<file path="config.mk">
export PLATFORM = sky130hd
export DESIGN_NAME = timed_command_queue_core
export DESIGN_NICKNAME = d
export VERILOG_FILES = /design/src/rtl/core/tcq_pkg.sv /design/src/rtl/core/tcq_ram.sv /design/src/rtl/core/tcq_ctrl.sv /design/src/rtl/core/tcq_dp.sv /design/src/rtl/core/timed_command_queue_core.sv
export SDC_FILE = /design/constraint.sdc
export NUM_CORES = 2
export LEC_CHECK = 0
export CELL_PAD_IN_SITES_DETAIL_PLACEMENT = 1
export CELL_PAD_IN_SITES_GLOBAL_PLACEMENT = 1
export CORE_MARGIN = 8
export CORE_UTILIZATION = 50
export DETAILED_ROUTE_END_ITERATION = 8
export DONT_BUFFER_PORTS = 1
export MAX_ROUTING_LAYER = met4
export PLACE_DENSITY_LB_ADDON = 0.1
export SETUP_SLACK_MARGIN = 0.5
export SLEW_MARGIN = 20
export SYNTH_ARGS = -nofsm -noshare
export SYNTH_HDL_FRONTEND = slang
export SYNTH_HIERARCHICAL = 1
export SYNTH_SLANG_ARGS = --single-unit
export TNS_END_PERCENT = 5
</file>
<file path="constraint.sdc">
create_clock -name clk -period 8.5 [get_ports clk]
set_input_delay 1.7 -clock clk [delete_from_list [all_inputs] [get_ports clk]]
set_output_delay 1.7 -clock clk [all_outputs]
set_load 0.01 [all_outputs]
</file>
<file path="src/rtl/core/tcq_pkg.sv">
// ----------------------------------------------------------------------------
// tcq_pkg
// Shared types and constants of the timed command queue: opcodes, the stored
// entry layout and the command and status bundles between controller and
// datapath.
// ----------------------------------------------------------------------------
package tcq_pkg;

  localparam int CMD_W  = 8;
  localparam int DATA_W = 32;
  localparam int LEN_W  = 6;

  typedef enum logic [1:0] {
    OP_INSERT = 2'd0,
    OP_CLEAR  = 2'd1,
    OP_TICK   = 2'd2,
    OP_NOP    = 2'd3
  } tcq_op_t;

  typedef struct packed {
    logic [CMD_W-1:0]  cmd;
    logic [DATA_W-1:0] val;
    logic [DATA_W-1:0] due;
    logic [DATA_W-1:0] ivl;
  } tcq_entry_t;

  localparam int ENTRY_W = $bits(tcq_entry_t);

  // Controller to datapath.
  typedef struct packed {
    logic load_item;
    logic clear_q;
    logic rd_head;
    logic pop_head;
    logic ins_start;
    logic ins_shift;
    logic ins_place;
    logic out_load;
  } tcq_cmd_t;

  // Datapath to controller.
  typedef struct packed {
    logic full;
    logic empty;
    logic head_due;
    logic head_periodic;
    logic new_lt;
    logic k_one;
  } tcq_status_t;

endpackage

</file>
<file path="src/rtl/core/tcq_ram.sv">
// ----------------------------------------------------------------------------
// tcq_ram
// Generic simple dual-port RAM: one write port, one read port, registered
// read data.
// ----------------------------------------------------------------------------
module tcq_ram #(
  parameter int WIDTH = 8,
  parameter int DEPTH = 32
) (
  input  logic                     clk,
  input  logic                     we,
  input  logic [$clog2(DEPTH)-1:0] waddr,
  input  logic [WIDTH-1:0]         wdata,
  input  logic                     re,
  input  logic [$clog2(DEPTH)-1:0] raddr,
  output logic [WIDTH-1:0]         rdata
);

  logic [WIDTH-1:0] mem [DEPTH];
  logic [WIDTH-1:0] rdata_r;

  always_ff @(posedge clk) begin
    if (we) begin
      mem[waddr] <= wdata;
    end
    if (re) begin
      rdata_r <= mem[raddr];
    end
  end

  assign rdata = rdata_r;

endmodule

</file>
<file path="src/rtl/core/tcq_ctrl.sv">
// ----------------------------------------------------------------------------
// tcq_ctrl
// Controller of the timed command queue: sequences insert, clear and tick
// operations and owns the input and result handshakes.
// ----------------------------------------------------------------------------
module tcq_ctrl (
  input  logic                 clk,
  input  logic                 rst_n,
  input  logic                 in_valid,
  input  logic [1:0]           in_opcode,
  output logic                 in_ready,
  output logic                 out_valid,
  input  logic                 out_ready,
  output tcq_pkg::tcq_cmd_t    cmd,
  input  tcq_pkg::tcq_status_t status
);
  import tcq_pkg::*;

  typedef enum logic [5:0] {
    S_IDLE      = 6'b000001,
    S_INS_START = 6'b000010,
    S_INS_CMP   = 6'b000100,
    S_INS_PLACE = 6'b001000,
    S_TICK_CMP  = 6'b010000,
    S_DONE      = 6'b100000
  } state_t;

  state_t state_r, state_nxt;
  logic   out_valid_r, out_valid_nxt;
  logic   accept;

  assign in_ready  = (state_r == S_IDLE);
  assign out_valid = out_valid_r;
  assign accept    = in_valid && in_ready;

  always_comb begin
    state_nxt = state_r;
    cmd       = '0;
    case (state_r)
      S_IDLE: begin
        if (accept) begin
          cmd.load_item = 1'b1;
          case (tcq_op_t'(in_opcode))
            OP_INSERT: begin
              state_nxt = status.full ? S_DONE : S_INS_START;
            end
            OP_CLEAR: begin
              cmd.clear_q = 1'b1;
              state_nxt   = S_DONE;
            end
            OP_TICK: begin
              if (status.empty) begin
                state_nxt = S_DONE;
              end else begin
                cmd.rd_head = 1'b1;
                state_nxt   = S_TICK_CMP;
              end
            end
            default: begin
              state_nxt = S_DONE;
            end
          endcase
        end
      end
      S_INS_START: begin
        cmd.ins_start = 1'b1;
        state_nxt     = status.empty ? S_INS_PLACE : S_INS_CMP;
      end
      S_INS_CMP: begin
        if (status.new_lt) begin
          cmd.ins_shift = 1'b1;
          state_nxt     = status.k_one ? S_INS_PLACE : S_INS_CMP;
        end else begin
          cmd.ins_place = 1'b1;
          state_nxt     = S_DONE;
        end
      end
      S_INS_PLACE: begin
        cmd.ins_place = 1'b1;
        state_nxt     = S_DONE;
      end
      S_TICK_CMP: begin
        if (status.head_due) begin
          cmd.pop_head = 1'b1;
          // The full check sees the occupancy from before the pop.
          state_nxt = (status.head_periodic && !status.full) ? S_INS_START : S_DONE;
        end else begin
          state_nxt = S_DONE;
        end
      end
      S_DONE: begin
        if (!out_valid_r || out_ready) begin
          cmd.out_load = 1'b1;
          state_nxt    = S_IDLE;
        end
      end
      default: begin
        state_nxt = S_IDLE;
      end
    endcase
  end

  always_comb begin
    out_valid_nxt = out_valid_r;
    if (cmd.out_load) begin
      out_valid_nxt = 1'b1;
    end else if (out_ready) begin
      out_valid_nxt = 1'b0;
    end
  end

  always_ff @(posedge clk) begin
    if (!rst_n) begin
      state_r     <= S_IDLE;
      out_valid_r <= 1'b0;
    end else begin
      state_r     <= state_nxt;
      out_valid_r <= out_valid_nxt;
    end
  end

  // An accepted beat always takes the controller out of idle.
  a_accept_busy: assert property (@(posedge clk) disable iff (!rst_n)
    accept |=> !in_ready)
    else $error("tcq_ctrl: ready right after an accepted beat");

  // The head is only compared when the queue holds an entry.
  a_tick_nonempty: assert property (@(posedge clk) disable iff (!rst_n)
    (state_r == S_TICK_CMP) |-> !status.empty)
    else $error("tcq_ctrl: head compare on an empty queue");

endmodule

</file>
<file path="src/rtl/core/tcq_dp.sv">
// ----------------------------------------------------------------------------
// tcq_dp
// Datapath of the timed command queue: circular entry RAM with head and tail
// pointers, insertion-sort shifter, head compare and result register.
// ----------------------------------------------------------------------------
module tcq_dp #(
  parameter int QUEUE_DEPTH = 32
) (
  input  logic                        clk,
  input  logic                        rst_n,
  input  logic [1:0]                  in_opcode,
  input  logic [tcq_pkg::CMD_W-1:0]   in_command_code,
  input  logic [tcq_pkg::DATA_W-1:0]  in_command_value,
  input  logic [tcq_pkg::DATA_W-1:0]  in_due_time,
  input  logic [tcq_pkg::DATA_W-1:0]  in_repeat_interval,
  input  logic [tcq_pkg::DATA_W-1:0]  in_now_time,
  input  tcq_pkg::tcq_cmd_t           cmd,
  output tcq_pkg::tcq_status_t        status,
  output logic                        out_accepted,
  output logic                        out_fired,
  output logic [tcq_pkg::CMD_W-1:0]   out_fired_command,
  output logic [tcq_pkg::DATA_W-1:0]  out_fired_value,
  output logic [tcq_pkg::LEN_W-1:0]   out_queue_length
);
  import tcq_pkg::*;

  localparam int AW = $clog2(QUEUE_DEPTH);
  localparam int CW = $clog2(QUEUE_DEPTH + 1);

  function automatic logic [AW-1:0] ptr_inc(input logic [AW-1:0] p);
    ptr_inc = (p == AW'(QUEUE_DEPTH - 1)) ? '0 : p + AW'(1);
  endfunction

  function automatic logic [AW-1:0] ptr_dec(input logic [AW-1:0] p);
    ptr_dec = (p == '0) ? AW'(QUEUE_DEPTH - 1) : p - AW'(1);
  endfunction

  // Queue control state.
  logic [AW-1:0] head_r, head_nxt;
  logic [AW-1:0] tail_r, tail_nxt;
  logic [CW-1:0] occ_r, occ_nxt;
  // Insertion walk: k counts entries still to be compared.
  logic [CW-1:0] k_r, k_nxt;
  logic [AW-1:0] wr_ptr_r, wr_ptr_nxt;
  logic [AW-1:0] rd_ptr_r, rd_ptr_nxt;

  // Payload.
  tcq_entry_t        ent_r, ent_nxt;
  logic [DATA_W-1:0] now_r, now_nxt;
  logic              res_acc_r, res_acc_nxt;
  logic              res_fired_r, res_fired_nxt;
  logic [CMD_W-1:0]  res_cmd_r, res_cmd_nxt;
  logic [DATA_W-1:0] res_val_r, res_val_nxt;
  logic              out_acc_r, out_fired_r;
  logic [CMD_W-1:0]  out_cmd_r;
  logic [DATA_W-1:0] out_val_r;
  logic [LEN_W-1:0]  out_len_r;
  logic [31:0]       occ_wide;

  // RAM ports.
  logic                ram_we, ram_re;
  logic [AW-1:0]       ram_waddr, ram_raddr;
  logic [ENTRY_W-1:0]  ram_wdata, ram_rdata;
  tcq_entry_t          rd_ent;

  assign rd_ent = tcq_entry_t'(ram_rdata);

  tcq_ram #(
    .WIDTH (ENTRY_W),
    .DEPTH (QUEUE_DEPTH)
  ) u_ram (
    .clk   (clk),
    .we    (ram_we),
    .waddr (ram_waddr),
    .wdata (ram_wdata),
    .re    (ram_re),
    .raddr (ram_raddr),
    .rdata (ram_rdata)
  );

  assign ram_re = cmd.rd_head | cmd.ins_start | cmd.ins_shift;
  assign ram_we = cmd.ins_shift | cmd.ins_place;
  assign ram_waddr = wr_ptr_r;
  assign ram_wdata = cmd.ins_shift ? ram_rdata : ENTRY_W'(ent_r);

  always_comb begin
    if (cmd.rd_head) begin
      ram_raddr = head_r;
    end else if (cmd.ins_start) begin
      ram_raddr = ptr_dec(tail_r);
    end else begin
      ram_raddr = ptr_dec(rd_ptr_r);
    end
  end

  assign status.full          = (occ_r == CW'(QUEUE_DEPTH));
  assign status.empty         = (occ_r == '0);
  assign status.head_due      = (now_r >= rd_ent.due);
  assign status.head_periodic = (rd_ent.ivl != '0);
  assign status.new_lt        = (ent_r.due < rd_ent.due);
  assign status.k_one         = (k_r == CW'(1));

  always_comb begin
    head_nxt      = head_r;
    tail_nxt      = tail_r;
    occ_nxt       = occ_r;
    k_nxt         = k_r;
    wr_ptr_nxt    = wr_ptr_r;
    rd_ptr_nxt    = rd_ptr_r;
    ent_nxt       = ent_r;
    now_nxt       = now_r;
    res_acc_nxt   = res_acc_r;
    res_fired_nxt = res_fired_r;
    res_cmd_nxt   = res_cmd_r;
    res_val_nxt   = res_val_r;

    if (cmd.load_item) begin
      ent_nxt.cmd   = in_command_code;
      ent_nxt.val   = in_command_value;
      ent_nxt.due   = in_due_time;
      ent_nxt.ivl   = in_repeat_interval;
      now_nxt       = in_now_time;
      res_acc_nxt   = ((tcq_op_t'(in_opcode) == OP_INSERT) && !status.full) ||
                      (tcq_op_t'(in_opcode) == OP_CLEAR);
      res_fired_nxt = 1'b0;
      res_cmd_nxt   = '0;
      res_val_nxt   = '0;
    end
    if (cmd.clear_q) begin
      occ_nxt  = '0;
      tail_nxt = head_r;
    end
    if (cmd.pop_head) begin
      res_fired_nxt = 1'b1;
      res_cmd_nxt   = rd_ent.cmd;
      res_val_nxt   = rd_ent.val;
      // Candidate for a periodic re-insert; the sum wraps modulo 2^32.
      ent_nxt       = rd_ent;
      ent_nxt.due   = rd_ent.due + rd_ent.ivl;
      head_nxt      = ptr_inc(head_r);
      occ_nxt       = occ_r - CW'(1);
    end
    if (cmd.ins_start) begin
      k_nxt      = occ_r;
      wr_ptr_nxt = tail_r;
      rd_ptr_nxt = ptr_dec(tail_r);
    end
    if (cmd.ins_shift) begin
      k_nxt      = k_r - CW'(1);
      wr_ptr_nxt = rd_ptr_r;
      rd_ptr_nxt = ptr_dec(rd_ptr_r);
    end
    if (cmd.ins_place) begin
      occ_nxt  = occ_r + CW'(1);
      tail_nxt = ptr_inc(tail_r);
    end
  end

  always_ff @(posedge clk) begin
    if (!rst_n) begin
      head_r   <= '0;
      tail_r   <= '0;
      occ_r    <= '0;
      k_r      <= '0;
      wr_ptr_r <= '0;
      rd_ptr_r <= '0;
    end else begin
      head_r   <= head_nxt;
      tail_r   <= tail_nxt;
      occ_r    <= occ_nxt;
      k_r      <= k_nxt;
      wr_ptr_r <= wr_ptr_nxt;
      rd_ptr_r <= rd_ptr_nxt;
    end
  end

  assign occ_wide = 32'(occ_r);

  always_ff @(posedge clk) begin
    ent_r       <= ent_nxt;
    now_r       <= now_nxt;
    res_acc_r   <= res_acc_nxt;
    res_fired_r <= res_fired_nxt;
    res_cmd_r   <= res_cmd_nxt;
    res_val_r   <= res_val_nxt;
    if (cmd.out_load) begin
      out_acc_r   <= res_acc_r;
      out_fired_r <= res_fired_r;
      out_cmd_r   <= res_cmd_r;
      out_val_r   <= res_val_r;
      out_len_r   <= occ_wide[LEN_W-1:0];
    end
  end

  assign out_accepted      = out_acc_r;
  assign out_fired         = out_fired_r;
  assign out_fired_command = out_cmd_r;
  assign out_fired_value   = out_val_r;
  assign out_queue_length  = out_len_r;

  // Tail must always sit occupancy slots past the head, modulo the depth.
  logic [AW:0] ptr_sum, ptr_wrap;
  assign ptr_sum  = {1'b0, head_r} + (AW+1)'(occ_r);
  assign ptr_wrap = (ptr_sum >= (AW+1)'(QUEUE_DEPTH)) ?
                    ptr_sum - (AW+1)'(QUEUE_DEPTH) : ptr_sum;

  a_occ_bound: assert property (@(posedge clk) disable iff (!rst_n)
    occ_r <= CW'(QUEUE_DEPTH))
    else $error("tcq_dp: occupancy beyond depth");

  a_ptr_coherent: assert property (@(posedge clk) disable iff (!rst_n)
    ptr_wrap[AW-1:0] == tail_r)
    else $error("tcq_dp: head, tail and occupancy disagree");

  a_place_not_full: assert property (@(posedge clk) disable iff (!rst_n)
    cmd.ins_place |-> !status.full)
    else $error("tcq_dp: entry placed into a full queue");

  a_shift_in_range: assert property (@(posedge clk) disable iff (!rst_n)
    cmd.ins_shift |-> (k_r != '0) && (k_r <= occ_r))
    else $error("tcq_dp: shift outside the occupied range");

endmodule

</file>
<file path="src/rtl/core/timed_command_queue_core.sv">
// ----------------------------------------------------------------------------
// timed_command_queue_core
// A queue of up to QUEUE_DEPTH commands kept sorted by due time. Each input
// beat carries an opcode: insert stores a command after every entry due at
// the same time or earlier (refused with accepted low when full), clear
// empties the queue, and tick compares now_time with the head and, if the
// head is due, removes it and reports its command and value; a periodic head
// goes back in with its due time advanced by its interval (modulo 2^32),
// unless the queue was full before the tick. Every input beat produces
// exactly one result beat carrying the occupancy after the operation (low
// six bits). Entries live in a single circular RAM, so an insert walks from
// the tail toward the head, moving one entry per cycle: the insert reads the
// entry before the tail, shifts each later-due entry up one slot, then places
// the new entry; a refused insert, a clear or a no-op goes straight to the
// result, a tick reads and compares the head (skipped on an empty queue),
// and a periodic fire adds the re-insert walk on top. The one-entry-per-cycle
// shift through the RAM write port sets the worst case. A new beat is
// accepted once the previous one's result has been registered, even if that
// result is still waiting on out_ready.
// ----------------------------------------------------------------------------
module timed_command_queue_core #(
  parameter int QUEUE_DEPTH = 32
) (
  input  logic                        clk,
  input  logic                        rst_n,
  // Input channel.
  input  logic                        in_valid,
  output logic                        in_ready,
  input  logic [1:0]                  in_opcode,
  input  logic [tcq_pkg::CMD_W-1:0]   in_command_code,
  input  logic [tcq_pkg::DATA_W-1:0]  in_command_value,
  input  logic [tcq_pkg::DATA_W-1:0]  in_due_time,
  input  logic [tcq_pkg::DATA_W-1:0]  in_repeat_interval,
  input  logic [tcq_pkg::DATA_W-1:0]  in_now_time,
  // Result channel.
  output logic                        out_valid,
  input  logic                        out_ready,
  output logic                        out_accepted,
  output logic                        out_fired,
  output logic [tcq_pkg::CMD_W-1:0]   out_fired_command,
  output logic [tcq_pkg::DATA_W-1:0]  out_fired_value,
  output logic [tcq_pkg::LEN_W-1:0]   out_queue_length
);
  import tcq_pkg::*;

  // The controller decides what happens each cycle; the datapath holds the
  // queue and reports the comparisons that steer the controller.
  tcq_cmd_t    cmd;
  tcq_status_t status;

  tcq_ctrl u_ctrl (
    .clk       (clk),
    .rst_n     (rst_n),
    .in_valid  (in_valid),
    .in_opcode (in_opcode),
    .in_ready  (in_ready),
    .out_valid (out_valid),
    .out_ready (out_ready),
    .cmd       (cmd),
    .status    (status)
  );

  // The datapath also registers the result beat, so the queue can accept
  // the next beat while the previous result is still held on the outputs.
  tcq_dp #(
    .QUEUE_DEPTH (QUEUE_DEPTH)
  ) u_dp (
    .clk                (clk),
    .rst_n              (rst_n),
    .in_opcode          (in_opcode),
    .in_command_code    (in_command_code),
    .in_command_value   (in_command_value),
    .in_due_time        (in_due_time),
    .in_repeat_interval (in_repeat_interval),
    .in_now_time        (in_now_time),
    .cmd                (cmd),
    .status             (status),
    .out_accepted       (out_accepted),
    .out_fired          (out_fired),
    .out_fired_command  (out_fired_command),
    .out_fired_value    (out_fired_value),
    .out_queue_length   (out_queue_length)
  );

endmodule
</file>
### Word level (Yosys, flattened, before mapping)

Memory sizes are Yosys's and may differ from the RTL's. A register that Yosys moved wholly into a read port is not among the register bits.
Cells that the tools add are included.

* add/subtract/negate cells: 8
* multiply operators: 0
* div/mod/pow operators: 0
* $lt $le $gt $ge: 2
* eq/ne operators: 14
* shifts and indexed selects: 0
* multiplexer cells: 53
* bitwise gates (word level): 3
* reduce and logical (&&, ||, !) cells: 18

Operators with widths (number)
* $mux W104: 3
* $mux W6: 12
* $mux W32: 2
* $mux W5: 12
* $pmux W6 S6: 1
* $add A32 B32 Y32: 1
* $ge A32 B32 Y1: 1
* $lt A32 B32 Y1: 1
* $reduce_bool A32 Y1: 1
* $mux W8: 2
* $mux W1: 15
* $eq A6 B1 Y1 const B: 2
* $eq A6 B6 Y1 const B: 2
* $pmux W6 S2: 1
* $sub A6 B1 Y6 const B: 2
* $add A5 B1 Y5 const B: 2
* $eq A5 B5 Y1 const B: 2
* $logic_not A5 Y1: 2
* $sub A5 B1 Y5 const B: 2
* $mux W4: 2
* $reduce_bool A2 Y1: 4
* $add A6 B1 Y6 const B: 1
* $eq A6 B2 Y1 const B: 1
* $eq A6 B3 Y1 const B: 1
* 16 further kinds: 23

* flip-flop bits (word level): 265
* bits in latches: 0
* memory bits (writable): 3328
* ROM bits: 0
* input bits: 142
* output and inout bits: 50
* logic and storage cells: 121
* memories kept: 1

Memories
* u_dp.u_ram.mem: depth 32, width 104, rd ports 1, clocked after memory_dff 1, wr ports 1, RTL line tcq_ram.sv:19 `logic [WIDTH-1:0] mem [DEPTH];`

### Depth between registers and ports, before layout

* word-level depth: 8
* mapped depth: 19
* mapped depth without buffers: 18

### Cells and area by module

Netlist, hierarchy kept.

By module, submodules not included
* tcq_ram: instances 1, cells each 6040, area each 129479.2 µm², sequential area each 103058.8 µm²
* tcq_dp: instances 1, cells each 1221, area each 14605.3 µm², sequential area each 7417.1 µm²
* tcq_ctrl: instances 1, cells each 60, area each 518.0 µm², sequential area each 140.1 µm²

### Worst setup path before layout

No wires, ideal clock.

* path type: register -> register
* from: register u_dp.u_ram.rdata_r[49], in the netlist u_dp/u_ram/rdata[49], read port of u_dp.u_ram.mem
* to: memory u_dp/u_ram/mem[28][0] (netlist name), enable pin
* setup time: 0.568 ns
* arrival time: 8.011 ns
* data required time: 7.932 ns
* setup slack: -0.080 ns
* stages on the path, launching flop included: 19
* buffers on the path: 4
* period minus slack after synthesis: 8.580 ns
* cell sequence: edfxtp_1 -> inv_1 -> ha_1 -> a21o_1 -> a21o_1 -> a211oi_1 -> o21ai_0 -> o211ai_1 -> o311ai_0 -> a211oi_1 -> nand2_1 -> nor3_2 -> clkbuf_1 -> clkbuf_1 -> clkbuf_1 -> or2_2 -> or3b_2 -> clkbuf_1 -> nor2_1

RTL lines
* from (decl): RTL line tcq_ram.sv:20 `logic [WIDTH-1:0] rdata_r;`
* to (decl): RTL line tcq_ram.sv:19

==> results list <==
- Summing the areas of all xor and xnor instances in the mapped netlist gives 0.194% of the synthesized area.
* Static leakage: 57.2 nW
- Power per Cell Area: 242 nW/um^2
- Start point of the worst hold path: u_dp/res_val_r[4]$_SDFFCE_PN0P_
- Cell internal power was estimated by the tool at 30.6 mW.
* Max-slew violations: 0
- The share of total power dissipated in sequential elements is 52.8%.
* Via count of the first global-routing pass: 77.9k
- Net switching power figure: 8.76 mW
- Worst hold-check slack: 0.418 ns
- Once the floorplan was initialized, standard cells occupied 50.2% of the core.
* Share of final-layout standard cells stronger than drive strength 1: 18.2%
* Worst setup path start: u_dp/occ_r[2]$_SDFFE_PN0P_
- Violation count after the first detailed-routing iteration: 8166
- Port buffering added 0 buffers.
* CTS tree: built
* Synth Instances: 7321
- The initial antenna violation count is 45.
* Clock transition at path regs: 0.06 ns
- Final-layout setup total negative slack: 0 ns
* Register area share after synthesis: 76.5%
- The root buffer cell chosen for the clock tree is clkbuf_16.
- No sink is reached through more buffers than the 4 on the longest clock path.
* Data required, critical path: 9.04 ns
- Remaining DRCs: 0
- The count of endpoints failing hold in the final timing report is 0.
- CTS buffer count: 384
- Highest attainable clock frequency: 0.177 GHz
- Cts repair resizes: 0
* Switching share of power: 22.3%
- In this run the mean area of a mapped cell was 19.8 um^2.
- Standard-cell row count: 197
- Count of state elements after synthesis: 3697
- Clock tree synthesis found a total of 3697 sinks.
- edfxtp_1 is the most common cell in the netlist.
- When the netlist entered floorplanning its net count stood at 7569.
* Post-CTS Hold Fix Bufs: 0
* Library cell appearing most often on the critical path: buf_4
* Biggest cell delay along the critical path: 0.73 ns
* Top cells by count, synth: edfxtp_1 (3657), mux2i_1 (813), a22oi_1 (546), mux4_2 (430), nand3_1 (220)
- Using the TritonRoute via totals, the vias-per-cell ratio works out to 6.54.
- For this run, asynchronously set or reset flops after synthesis account for 0%.
- In this run the post-CTS setup repair buffer count came out at 0.
- Before CTS, the worst setup slack after placement is 2.41 ns.
- Distinct cells, synth: 88
* Class of the tightest hold or removal check: reg -> reg
- Setup repair after global routing left no endpoint under its margin.
* Leading register cell type out of synthesis: edfxtp_1
- The synthesized design spends more area on one cell type than any other, namely edfxtp_1.
* Main combinational cell family by area after synthesis: multiplexers
- Per report_power, the combinational group accounts for 5.6% of the total.
* Max-slew headroom: 22.1%
- Final WL: 434 mm
- Of the available clock period, the critical path in the final layout requires 66.4%.
- Slew at the pin with the worst max-slew slack: 1.17 ns
- Crit path kind: reg -> reg
- Number of synthesized flops with an enable pin: 3657
- For this run, the detailed router's first-pass iteration total came to 6.
- In this run the remaining antenna-violating nets after routing total 0.
* Gate family responsible for the most delay along the worst path: buffers and inverters
* Overall power consumption: 39.3 mW
* GRT Util Overall: 28.4%
- Critical Path Sink Type: flip-flop
* Height of the die: 554 um
- STA classifies the critical path startpoint as a flip-flop.
- The portion of synthesized area spent on multiplexers is 13.6%.
* Final number of setup-violating endpoints: 0
* Mapped Area: 145000 um^2
- The core region is 288000 um^2.
* Wirelength per Cell: 37.3 um
- After global routing the overflow that remains totals 0.
- Final setup slack of the worst path: 2.85 ns
* Largest net degree at the start of global routing: 114
* Number of max-cap violations: 0
- The run finished with clean final reports.
- In this run the critical register-to-register path is launched from u_dp/occ_r[2]$_SDFFE_PN0P_.
- The wire-length estimate of the detail-placed layout is 235 mm.
- The critical path goes through nor3_1, nand2_1, nor2_1, nor4b_4, buf_4, o21ai_4, buf_4, buf_12, buf_4, mux4_2, a22o_1, a31oi_1, nand3_1.
* RePlAce Congestion: 0.863
- In this run the horizontal extent of the chip is 554 um.
- The clock network accounts for 41.6% of the total power.
* Minimum period implied by the final worst setup slack: 5.65 ns
- Area growth from synthesis to final layout: 12.3%
* Number of I/O pins: 192
- Clock skew on the completed layout was measured at 0.0532 ns.
- Top-area cell type share of the netlist area: 75.9%
- Counting both buffers and inverters, the worst setup path holds a total of 4.
* Overall via count from detail_route: 76.2k
* Wire length of the first global-routing pass: 606 mm
* Critical Path AT: 6.19 ns
* Share of the synthesized area in compound gates (AO/OA/AOI/OAI): 4.84%
- The Yosys step of the flow raised 6 warnings.
- Post-Synth Simple-Gate Area: 2.43%
- The H-tree was split into 5 levels.
* Top post-synthesis cells by area: edfxtp_1 (76%), mux4_2 (6.7%), mux2i_1 (5.6%)
* Fillcell total: 24.6k
- Floorplan die area: 307000 um^2
- Critical-path maximum fanout: 113
- Of the total synthesized cell area, the portion taken by full adders, half adders and majority gates is 0.922%.
* Crit-path slowest cell: buf_4
* Clock latency on the worst-skew pair: 0.95 ns
- The worst-case IR drop observed on VDD is 179 uV.
* # nets final: 7767
==> power by group through the flow <==
stage               sequential, mW  combinational [mW]  clock [mW]
floorplan                     21.1                1.34           0
global placement              21.2                2.10           0
detailed placement            21.2                2.19           0
CTS                           20.8                2.19        16.6
global route                  20.8                2.33        17.2
finish                        20.8                2.19        16.4
==> metrics by stage <==
stage | utilization [%] | instance area, um^2 | cells
final | 56.4 | 162000 | 11600
after global placement | 52.1 | 150000 | 10900
after CTS | 56.4 | 162000 | 11600
after floorplan | - | 145000 | 7321
after global routing | 56.4 | 162000 | 11600
after detailed placement | 52.2 | 150000 | 10900
==> registers in the layout, summed over array words and instances (netlist names) <==
| register | cells |
|---|---|
| u_dp/out_fired_value | 32 |
| u_dp/res_cmd_r | 8 |
| u_dp/res_fired_r | 1 |
| u_dp/out_fired_command | 8 |
| u_dp/out_accepted | 1 |
| u_dp/head_r | 5 |
| u_dp/tail_r | 5 |
| u_dp/rd_ptr_r | 5 |
| u_ctrl/state_r | 6 |
| u_dp/out_fired | 1 |
| u_dp/ram_waddr | 5 |
| u_dp/res_acc_r | 1 |
| u_dp/occ_r | 6 |
| u_dp/out_queue_length | 6 |
| u_dp/now_r | 32 |
| u_dp/u_ram/mem | 3328 |
| u_dp/ent_r | 104 |
| u_ctrl/out_valid | 1 |
| u_dp/res_val_r | 32 |
| u_dp/k_r | 6 |
| u_dp/u_ram/rdata | 104 |
==> worst register-to-register path, delay by kind of cell, from the launching register on <==
| kind | cells | cell delay, ns |
|---|---|---|
| buffers and inverters | 4 | 2.16 |
| flip-flops | 1 | 0.46 |
| multiplexers | 1 | 0.43 |
| AND/OR/NAND/NOR | 5 | 1.38 |
| AO/OA/AOI/OAI | 3 | 0.82 |
==> cell type report <==
class                      count  area [um^2]  area share, %
tap                         3781         4730           2.91
clock buffer                 466        10000           6.17
multi-input combinational   3157        32200           19.8
sequential                  3697       111000           68.1
clock inverter               238         2080           1.28
antenna                       25         62.6         0.0385
timing repair buffer         217         2430           1.50
inverter                      62          235          0.145
==> final timing paths <==
kind | to | slack (ns) | cells past startpoint
setup reg to reg | u_dp/u_ram/rdata[45]$_DFFE_PP_ | 2.85 | 13
setup / recovery | u_dp/u_ram/rdata[45]$_DFFE_PP_ | 2.85 | 13
hold / removal | u_dp/out_fired_value[4]$_DFFE_PP_ | 0.42 | 0
hold reg to reg | u_dp/out_fired_value[4]$_DFFE_PP_ | 0.42 | 0
==> layer usage <==
metal  GRT usage [%]  routed length (um)  up-vias
met2            46.6              213000     2936
met3            3.34               27300      708
met5               -                   0        -
li1                -                   -    30800
met4            8.21               14700        0
met1            38.1              179000    41800
==> cells by family (layout without fill, tap and decap cells) <==
group | count (synthesis) | in the layout
flip-flops | 3697 | 3697
multiplexers | 1402 | 1402
AO/OA/AOI/OAI | 963 | 963
AND/OR/NAND/NOR | 654 | 654
buffers and inverters | 467 | 983
adder cells (fa/ha/maj) | 106 | 106
XOR/XNOR | 32 | 32
other | 0 | 25
==> placed cells by master, fill, tap and decap left out, types with 10 or more instances in the layout <==
cell type,count
a211oi_1,26
a21o_1,80
a21oi_1,63
a22o_1,57
a22oi_1,546
a2bb2oi_1,16
a31oi_1,63
and2_1,53
and3_1,11
buf_12,59
buf_4,155
bufinv_16,30
clkbuf_1,77
clkbuf_16,389
clkinv_1,99
clkinv_2,77
clkinvlp_4,12
dfxtp_1,40
diode_2,25
edfxtp_1,3657
ha_1,105
inv_1,60
mux2_2,159
mux2i_1,813
mux4_2,430
nand2_1,65
nand3_1,220
nand4_1,72
nor2_1,66
nor2_4,35
nor2b_1,19
nor2b_4,10
nor3_1,19
nor4_1,13
o21ai_0,55
xnor2_1,20
xor2_1,12
Note: power is estimated with default switching activity, not from simulation.
